### config.mk
export PLATFORM = sky130hd
export DESIGN_NAME = fast_atan2_polynomial_unit
export DESIGN_NICKNAME = d
export VERILOG_FILES = /design/src/rtl/core/atp_pkg.sv /design/src/rtl/core/atp_div.sv /design/src/rtl/core/atp_poly.sv /design/src/rtl/core/fast_atan2_polynomial_unit.sv
export SDC_FILE = /design/constraint.sdc
export NUM_CORES = 2
export LEC_CHECK = 0
export BUFFER_PORTS_ARGS = -buffer_cell sky130_fd_sc_hd__buf_2
export CORE_MARGIN = 4
export CORE_UTILIZATION = 60
export CTS_BUF_LIST = sky130_fd_sc_hd__clkbuf_8
export DETAILED_ROUTE_END_ITERATION = 10
export GPL_ROUTABILITY_DRIVEN = 0
export MAX_ROUTING_LAYER = met4
export PLACE_DENSITY = 0.87
export SLEW_MARGIN = 25
export SYNTH_ARGS = -nofsm -noshare
export SYNTH_HDL_FRONTEND = slang
export SYNTH_SLANG_ARGS = --single-unit
### constraint.sdc
create_clock -name clk_i -period 29.4 [get_ports clk_i]
set_input_delay 2.94 -clock clk_i [delete_from_list [all_inputs] [get_ports clk_i]]
set_output_delay 2.94 -clock clk_i [all_outputs]
set_load 0.01 [all_outputs]
### src/rtl/core/atp_pkg.sv
`default_nettype none
package atp_pkg;

  localparam int CoordWidth    = 16;
  localparam int AngleFracBits = 13;
  localparam int AngleWidth    = AngleFracBits + 3;
  localparam int MagWidth      = CoordWidth;
  localparam int RatioWidth    = 16;
  localparam int DivStages     = RatioWidth;

  localparam logic [15:0] CoefC1  = 16'd32616;
  localparam logic [15:0] CoefC3  = 16'd9459;
  localparam logic [15:0] CoefC5  = 16'd2600;
  localparam logic [32:0] HalfQ15 = 33'd16384;

  localparam logic [63:0] PiQ32 = 64'h3243F6A88;
  localparam logic [63:0] PiQ64 =
    (PiQ32 + (64'd1 << (31 - AngleFracBits))) >> (32 - AngleFracBits);
  localparam logic [63:0] HalfPiQ64 =
    (PiQ32 + (64'd1 << (32 - AngleFracBits))) >> (33 - AngleFracBits);
  localparam logic [AngleWidth-1:0] PiQ     = PiQ64[AngleWidth-1:0];
  localparam logic [AngleWidth-1:0] HalfPiQ = HalfPiQ64[AngleWidth-1:0];

  // Q1.15 poly result down to the angle format, round half up
  localparam int          AngleShift = 15 - AngleFracBits;
  localparam logic [16:0] RoundAdd   = 17'd1 << (14 - AngleFracBits);

  typedef struct packed {
    logic signed [CoordWidth-1:0] x_coord;
    logic signed [CoordWidth-1:0] y_coord;
  } atp_in_t;

  typedef struct packed {
    logic signed [AngleWidth-1:0] angle;
    logic                         both_zero;
  } atp_out_t;

  // Octant and quadrant flags that ride along with the data
  typedef struct packed {
    logic both_zero;
    logic steep;
    logic x_neg;
    logic y_neg;
  } atp_side_t;

endpackage
`default_nettype wire

### src/rtl/core/atp_div.sv
`default_nettype none
// Restoring divider, one quotient bit per stage: r = (min << 15) / max.
module atp_div import atp_pkg::*; (
  input  wire logic                  clk_i,
  input  wire logic                  rst_ni,
  input  wire logic                  en_i,
  input  wire logic                  vld_i,
  input  wire logic [MagWidth-1:0]   min_i,
  input  wire logic [MagWidth-1:0]   max_i,
  input  wire atp_side_t             side_i,
  output logic                       vld_o,
  output logic [RatioWidth-1:0]      ratio_o,
  output atp_side_t                  side_o
);

  logic              vld_q  [DivStages];
  logic [MagWidth:0] rem_q  [DivStages];
  logic [MagWidth-1:0] max_q [DivStages];
  logic [RatioWidth-1:0] quo_q [DivStages];
  atp_side_t         side_q [DivStages];

  for (genvar i = 0; i < DivStages; i++) begin : g_stage
    logic [MagWidth:0]     rem_in;
    logic [MagWidth-1:0]   dvs;
    logic [RatioWidth-1:0] quo_in;
    logic                  vld_in;
    atp_side_t             side_in;
    logic                  ge;
    logic [MagWidth:0]     rem_d;
    logic [RatioWidth-1:0] quo_d;

    if (i == 0) begin : g_first
      assign rem_in  = {1'b0, min_i};
      assign dvs     = max_i;
      assign quo_in  = '0;
      assign vld_in  = vld_i;
      assign side_in = side_i;
    end else begin : g_next
      // remainder stays below the divisor, so the shift never overflows
      assign rem_in  = {rem_q[i-1][MagWidth-1:0], 1'b0};
      assign dvs     = max_q[i-1];
      assign quo_in  = quo_q[i-1];
      assign vld_in  = vld_q[i-1];
      assign side_in = side_q[i-1];
    end

    always_comb begin
      ge    = rem_in >= {1'b0, dvs};
      rem_d = ge ? (rem_in - {1'b0, dvs}) : rem_in;
      quo_d = {quo_in[RatioWidth-2:0], ge};
    end

    always_ff @(posedge clk_i or negedge rst_ni) begin
      if (!rst_ni) begin
        vld_q[i] <= 1'b0;
      end else if (en_i) begin
        vld_q[i] <= vld_in;
      end
    end

    always_ff @(posedge clk_i) begin
      if (en_i) begin
        rem_q[i]  <= rem_d;
        max_q[i]  <= dvs;
        quo_q[i]  <= quo_d;
        side_q[i] <= side_in;
      end
    end
  end

  assign vld_o   = vld_q[DivStages-1];
  assign ratio_o = quo_q[DivStages-1];
  assign side_o  = side_q[DivStages-1];

endmodule
`default_nettype wire

### src/rtl/core/atp_poly.sv
`default_nettype none
// Horner evaluation of r*(C1 - r^2*(C3 - C5*r^2)) in Q1.15, one product per stage.
module atp_poly import atp_pkg::*; (
  input  wire logic                  clk_i,
  input  wire logic                  rst_ni,
  input  wire logic                  en_i,
  input  wire logic                  vld_i,
  input  wire logic [RatioWidth-1:0] ratio_i,
  input  wire atp_side_t             side_i,
  output logic                       vld_o,
  output logic [15:0]                poly_o,
  output atp_side_t                  side_o
);

  logic [3:0]  vld_q;
  atp_side_t   side_q [4];
  logic [15:0] r1_q, r2_q, r3_q;
  logic [15:0] sq1_q, sq2_q;
  logic [15:0] t_q, v_q, a_q;

  logic [32:0] sq_d, t_d, v_d, a_d;
  logic [15:0] u_w, p_w;

  // operands widened first so no product bits are lost
  always_comb begin
    sq_d = {17'd0, ratio_i} * {17'd0, ratio_i} + HalfQ15;
    t_d  = {17'd0, sq1_q} * {17'd0, CoefC5} + HalfQ15;
    u_w  = CoefC3 - t_q;
    v_d  = {17'd0, sq2_q} * {17'd0, u_w} + HalfQ15;
    p_w  = CoefC1 - v_q;
    a_d  = {17'd0, r3_q} * {17'd0, p_w} + HalfQ15;
  end

  always_ff @(posedge clk_i or negedge rst_ni) begin
    if (!rst_ni) begin
      vld_q <= '0;
    end else if (en_i) begin
      vld_q <= {vld_q[2:0], vld_i};
    end
  end

  always_ff @(posedge clk_i) begin
    if (en_i) begin
      sq1_q     <= sq_d[30:15];
      r1_q      <= ratio_i;
      side_q[0] <= side_i;

      t_q       <= t_d[30:15];
      sq2_q     <= sq1_q;
      r2_q      <= r1_q;
      side_q[1] <= side_q[0];

      v_q       <= v_d[30:15];
      r3_q      <= r2_q;
      side_q[2] <= side_q[1];

      a_q       <= a_d[30:15];
      side_q[3] <= side_q[2];
    end
  end

  assign vld_o  = vld_q[3];
  assign poly_o = a_q;
  assign side_o = side_q[3];

endmodule
`default_nettype wire

### src/rtl/core/fast_atan2_polynomial_unit.sv
`default_nettype none
// Four-quadrant arctangent of a signed (x, y) pair, angle in Q3.13 radians.
// Input channel: in_valid_i / in_stall_o with in_data_i {x_coord, y_coord}.
// Output channel: out_valid_o / out_stall_i with out_data_o {angle, both_zero}.
// A transaction completes on a clock edge with valid high and stall low.
// Pipeline: input register, 16 divider stages, 4 multiplier stages,
// output register. Throughput: one transaction per cycle while not stalled.
// The depth is set by the ratio divider, which resolves one quotient
// bit per stage.
// Both inputs zero gives angle 0 with both_zero set.
// Reset clears all valid bits; the pipeline comes up empty.
// When the receiver stalls a valid result, the whole pipeline freezes and
// in_stall_o rises in the same cycle; nothing is dropped or repeated.
module fast_atan2_polynomial_unit import atp_pkg::*; (
  input  wire logic    clk_i,
  input  wire logic    rst_ni,
  input  wire logic    in_valid_i,
  output logic         in_stall_o,
  input  wire atp_in_t in_data_i,
  output logic         out_valid_o,
  input  wire logic    out_stall_i,
  output atp_out_t     out_data_o
);

  logic en;

  logic                in_vld_q;
  logic [MagWidth-1:0] in_min_q, in_max_q;
  atp_side_t           in_side_q;

  logic [MagWidth-1:0] ax, ay;
  atp_side_t           side_d;

  logic                  div_vld;
  logic [RatioWidth-1:0] div_ratio;
  atp_side_t             div_side;

  logic        poly_vld;
  logic [15:0] poly_a;
  atp_side_t   poly_side;

  logic                  out_vld_q;
  atp_out_t              out_q;
  logic [16:0]           a_rnd;
  logic [AngleWidth-1:0] base0, base1, base2, ang_d;

  assign en         = !(out_vld_q && out_stall_i);
  assign in_stall_o = !en;

  always_comb begin
    ax = in_data_i.x_coord[CoordWidth-1] ? MagWidth'(-in_data_i.x_coord)
                                         : MagWidth'(in_data_i.x_coord);
    ay = in_data_i.y_coord[CoordWidth-1] ? MagWidth'(-in_data_i.y_coord)
                                         : MagWidth'(in_data_i.y_coord);
    side_d.both_zero = (ax == '0) && (ay == '0);
    side_d.steep     = ay > ax;
    side_d.x_neg     = in_data_i.x_coord[CoordWidth-1];
    side_d.y_neg     = in_data_i.y_coord[CoordWidth-1];
  end

  always_ff @(posedge clk_i or negedge rst_ni) begin
    if (!rst_ni) begin
      in_vld_q  <= 1'b0;
      out_vld_q <= 1'b0;
    end else if (en) begin
      in_vld_q  <= in_valid_i;
      out_vld_q <= poly_vld;
    end
  end

  always_ff @(posedge clk_i) begin
    if (en) begin
      in_min_q  <= side_d.steep ? ax : ay;
      in_max_q  <= side_d.steep ? ay : ax;
      in_side_q <= side_d;
    end
  end

  atp_div u_div (
    .clk_i   (clk_i),
    .rst_ni  (rst_ni),
    .en_i    (en),
    .vld_i   (in_vld_q),
    .min_i   (in_min_q),
    .max_i   (in_max_q),
    .side_i  (in_side_q),
    .vld_o   (div_vld),
    .ratio_o (div_ratio),
    .side_o  (div_side)
  );

  atp_poly u_poly (
    .clk_i   (clk_i),
    .rst_ni  (rst_ni),
    .en_i    (en),
    .vld_i   (div_vld),
    .ratio_i (div_ratio),
    .side_i  (div_side),
    .vld_o   (poly_vld),
    .poly_o  (poly_a),
    .side_o  (poly_side)
  );

  // Octant and quadrant fold
  always_comb begin
    a_rnd = {1'b0, poly_a} + RoundAdd;
    base0 = AngleWidth'(a_rnd >> AngleShift);
    base1 = poly_side.steep ? (HalfPiQ - base0) : base0;
    base2 = poly_side.x_neg ? (PiQ - base1) : base1;
    ang_d = poly_side.y_neg ? (~base2 + 1'b1) : base2;
    if (poly_side.both_zero) begin
      ang_d = '0;
    end
  end

  always_ff @(posedge clk_i) begin
    if (en) begin
      out_q.angle     <= ang_d;
      out_q.both_zero <= poly_side.both_zero;
    end
  end

  assign out_valid_o = out_vld_q;
  assign out_data_o  = out_q;

endmodule
`default_nettype wire

After elaboration in Yosys (flattened, before gate mapping)
Memory sizes are Yosys's and may differ from the RTL's. Index checks and enable logic that the tools add are counted.

RAM bits: 864. Bits of input ports: 36. Memories: 5. Output and inout port bits: 19. Word-level logic and storage cells: 118. Flip-flop bits (word level): 203.

$add $sub $neg: 28. Bitwise logic cells: 1. Reduce and logical (&&, ||, !) cells: 4. Magnitude comparators: 17. Mux-type cells: 24. Multipliers: 4.

Memories: u_div.rem_q (depth 16, width 17, read ports 15, clocked after memory_dff 0, write ports 16, line atp_div.sv:17) `logic [MagWidth:0] rem_q [DivStages];`; u_div.max_q (depth 16, width 16, read ports 15, clocked after memory_dff 0, write ports 16, line atp_div.sv:18) `logic [MagWidth-1:0] max_q [DivStages];`; u_div.quo_q (depth 16, width 16, read ports 16, clocked after memory_dff 0, write ports 16, line atp_div.sv:19) `logic [RatioWidth-1:0] quo_q [DivStages];`; u_div.side_q (depth 16, width 4, read ports 16, clocked after memory_dff 0, write ports 16, line atp_div.sv:20) `atp_side_t side_q [DivStages];`; u_poly.side_q (depth 4, width 4, read ports 4, clocked after memory_dff 0, write ports 4, line atp_poly.sv:16) `atp_side_t side_q [4];`.

Operator list (count): two-way mux 17 bit (16); >= comparator 17 x 16 -> 1 bit (15); subtractor 17 x 16 -> 17 bit (15); two-way mux 16 bit (7); adder 31 x 15 -> 31 bit, second input constant (3); multiplier 16 x 16 -> 31 bit (3); logical NOT 16 bit (2); negation 16 bit (2); subtractor 15 x 16 -> 16 bit, first input constant (2); adder 28 x 15 -> 29 bit, second input constant (1); multiplier 16 x 9 -> 25 bit, second input constant (1); adder 16 x 2 -> 17 bit, second input constant (1); subtractor 16 x 16 -> 17 bit (1); adder 16 x 1 -> 16 bit, second input constant (1); >= comparator 16 bit (1); > comparator 16 bit (1); inverter 16 bit (1); subtractor 14 x 15 -> 16 bit, first input constant (1); subtractor 14 x 16 -> 16 bit, first input constant (1); logical AND 1 bit (2); two-way mux 1 bit (1).

Depth between registers and ports, before layout
Depth after elaboration: 8. Mapped depth: 32. Gate-level depth less buffers: 30.

Modules after synthesis
Synthesis repeated with hierarchy kept, for this count alone.

Cell total of the unflattened synthesis: 6435. Area total of the unflattened synthesis: 70829.2 µm².

Modules (own cells, without submodules): atp_div (cells each 2838, instances 1, area each 35810.6 µm²); atp_poly (cells each 3099, instances 1, area each 30230.2 µm²); fast_atan2_polynomial_unit (cells each 498, instances 1, area each 4788.3 µm²).

Worst setup path before layout
No wires, ideal clock.

Kind: input to output. Start point: input out_stall_i. End point: output in_stall_o. Path slack: -2.720 ns. Buffers on the path: 1. Arrival: 29.180 ns. Stages on the path: 3. Data required time: 26.460 ns. Cell sequence: nand2_1 -> clkbuf_1 -> inv_1.

Longest elaborated chain between the ends: 1.

RTL lines: from (decl) (line fast_atan2_polynomial_unit.sv:21) `input wire logic out_stall_i,`; logical AND 1 bit (line fast_atan2_polynomial_unit.sv:47) `assign en = !(out_vld_q && out_stall_i);`; to (decl) (line fast_atan2_polynomial_unit.sv:18) `output logic in_stall_o,`.

No other way between the ends.

Final worst setup path
Start point: register u_poly.v_q[0]. End point: register u_poly.a_q[14] (netlist: u_poly.poly_o[14]) (data pin).

Longest elaborated chain between the ends: 3.

RTL lines: from (decl) (line atp_poly.sv:19) `logic [15:0] t_q, v_q, a_q;`; from (signal assigned) (line atp_poly.sv:53) `v_q <= v_d[30:15];`; subtractor 15 x 16 -> 16 bit (line atp_poly.sv:30) `p_w = CoefC1 - v_q;`; multiplier 16 x 16 -> 31 bit (line atp_poly.sv:31) `a_d = {17'd0, r3_q} * {17'd0, p_w} + HalfQ15;`; adder 31 x 15 -> 31 bit (line atp_poly.sv:31); net u_poly.a_d[29] (line atp_poly.sv:21) `logic [32:0] sq_d, t_d, v_d, a_d;`; to (signal assigned) (line atp_poly.sv:57) `a_q <= a_d[30:15];`; to (decl) (line atp_poly.sv:19).

The timed path passes the listed nets, and every way through them passes these cells. A chain may end at the register's enable or synchronous reset.

==> metrics <==
run status complete, no violations; first-pass GRT wire length ~230000 um; Post-DRT Antenna Nets 0; Avg Inst Size Synth about 11 um^2; MaxCap Viol Count 0; Cell Area, Synth between 70000 and 80000 um^2; Syn Inst Count 6396; Reg area 26800 um^2; Final Util 64.6%; Worst-path clk slew 0.07 ns; overflow left after global routing 0; Crit. End Element flip-flop; core area between 100000 and 150000 um^2; number of iterations in the first detailed-routing pass 8; worst min-delay path class reg2reg; Distinct cells, synth 94; Final Skew between 0.05 and 0.06 ns; DIE AREA 122000 um^2; Fin. Hold Viols 0; NumNets Final 7794; Post-Place Cells ~8000; Final Instance Count excl. Fillers 8136; CTS Hold Bufs 0; worst setup path class reg2reg; height of the die around 350 um; clock latency on the worst-skew pair about 0.86 ns; hpwl dp 106000 um; Most common cell on crit path fa_1; Setup WS pre-CTS about 21 ns; Tmin final 8.23 ns; final WL 141000 um; Worst-Margin Slew approximately 1.0 ns; Tcrit/Tclk final between 20% and 30%; Worst path max stage delay 0.64 ns; Max-Slew Margin vs Limit 29.9%; PostCTS Resize Cnt 0; Seq cells post-synth 896; Clock Path Buffers 3; vias in the first global route 49300; initial antenna violation count 3; most frequent cells in the layout inv_1, edfxtp_1, ha_1, fa_1, nand2_1; number of synthesized flops with an enable pin 874; port bufs 54; Final WS setup about 21 ns; CTS tree yes; I/O pin count 55; Setup Viol. Count Final 0; largest net degree at the start of global routing 190; setup tns final 0 ns; slowest cell on the critical path xnor2_2; crit path max fanout 16; commonest non-fill, non-tap cell in the layout inv_1; vias per std cell around 5.7; clock root buffer clkbuf_8; CTS Buf Count 146; WL/cell 17.3 um; DRC viols 0; worst path required time approximately 30 ns; Seq/Total Area, Yosys 38.2%; Peak Freq 121 MHz; Final Max Tran Viols 0; Arr. time, crit path 8.83 ns; Synth Flop Type edfxtp_1; share of layout cells above drive strength 1 8.32%; setup bufs post-CTS 0; Synth-to-Final Area Change 7.08%; fillers 8140; Setup crit start kind flip-flop; Die Wd 350 um; CTS sink count 896; htree depth 4; footprint of the multi-input gates ~38000 um^2; total number of vias 46700; Tot GR Track Use 24.1%; synth warn 0; RSZ-0062 raised after global routing no; Site Rows 125; Initial Util roughly three fifths; share of flip-flops with an asynchronous set or reset 2.46%; syn_nets 7683; initial drt markers 3434
-- flip-flops by register name, indices dropped and copies added (netlist names), 4 cells and up --
signal                cells
in_max_q                 16
in_min_q                 16
in_side_q                 4
out_data_o               17
u_div.g_stage.vld_in     15
u_div.max_q             240
u_div.quo_q             136
u_div.rem_q             240
u_div.side_q             64
u_poly.poly_o            15
u_poly.r1_q              16
u_poly.r2_q              16
u_poly.r3_q              16
u_poly.side_q            16
u_poly.sq1_q             16
u_poly.sq2_q             16
u_poly.t_q               14
u_poly.v_q               16
u_poly.vld_q              4
-- cell usage after synthesis, types with 43 or more instances --
library cell	instances	area [um^2]
nand2b_1	43	269
o21ai_0	180	901
a21oi_1	146	731
ha_1	666	8330
inv_1	1208	4530
and2_1	239	1500
fa_1	585	11700
and3_1	47	294
xor2_1	106	928
nor2_1	313	1170
xnor2_1	194	1700
mux2i_1	53	531
nor2b_1	99	619
nand3_1	57	285
nor3_1	122	611
a21boi_0	59	443
clkbuf_1	122	458
mux2_2	196	2210
nand4_1	73	457
edfxtp_1	874	26200
nand2_1	529	1990
-- metrics by stage --
step / hold slack, ns / area, um^2
2_1_floorplan: 0.400 / 70100
3_3_place_gp: 0.400 / 72200
3_5_place_dp: 0.405 / 72200
4_1_cts: 0.404 / 75100
5_1_grt: 0.405 / 75100
6_report: 0.407 / 75100
-- worst paths after layout --
path,start,endpoint,slack [ns],cells past startpoint
max,u_poly.v_q[0],u_poly.poly_o[14],21.17,28
min,u_div.side_q[1][7],u_div.side_q[2][3],0.41,0
max reg2reg,u_poly.v_q[0],u_poly.poly_o[14],21.17,28
min reg2reg,u_div.side_q[1][7],u_div.side_q[2][3],0.41,0
max in group asynchronous,rst_ni,u_div.g_stage[12].vld_in,27.00,1
min in group asynchronous,rst_ni,in_vld_q,2.05,1
-- metal layers --
| metal | up-vias | global-route usage, % | part of all wire (%) |
|---|---|---|---|
| met5 | - | - | 0 |
| met4 | 0 | 10.7 | 4.2 |
| met3 | 492 | 4.32 | 6.1 |
| met2 | 1787 | 41.6 | 51 |
| met1 | 22700 | 27.6 | 39 |
| li1 | 21600 | - | - |
-- layout make-up --
cell class                 count  share of cell area [%]
multi-input combinational   4162                    51.1
clock inverter                98                   0.998
inverter                    1208                    6.04
sequential                   896                    35.7
clock buffer                 152                    2.79
tap                         1524                    2.54
antenna                        3                 0.00999
timing repair buffer          93                   0.818
-- critical path: cells and delay by family, from the launching register on --
kind	cells	cell delay (ns)
simple gates	4	0.78
xor+xnor	2	0.72
compound gates	9	2.01
buf+inv	5	0.38
flops	1	0.56
fa+ha+maj	8	3.52
-- cell families after synthesis --
| kind of cell | after synthesis | share of synthesized area (%) |
|---|---|---|
| simple gates | 1656 | 11.6 |
| buf+inv | 1338 | 7.20 |
| fa+ha+maj | 1252 | 28.6 |
| flops | 896 | 38.2 |
| compound gates | 699 | 6.60 |
| xor+xnor | 303 | 3.85 |
| mux | 252 | 3.95 |
Power is left out: the tool's default activity adds up to more than one toggle a clock period on the data nets, which glitch-free logic cannot reach.
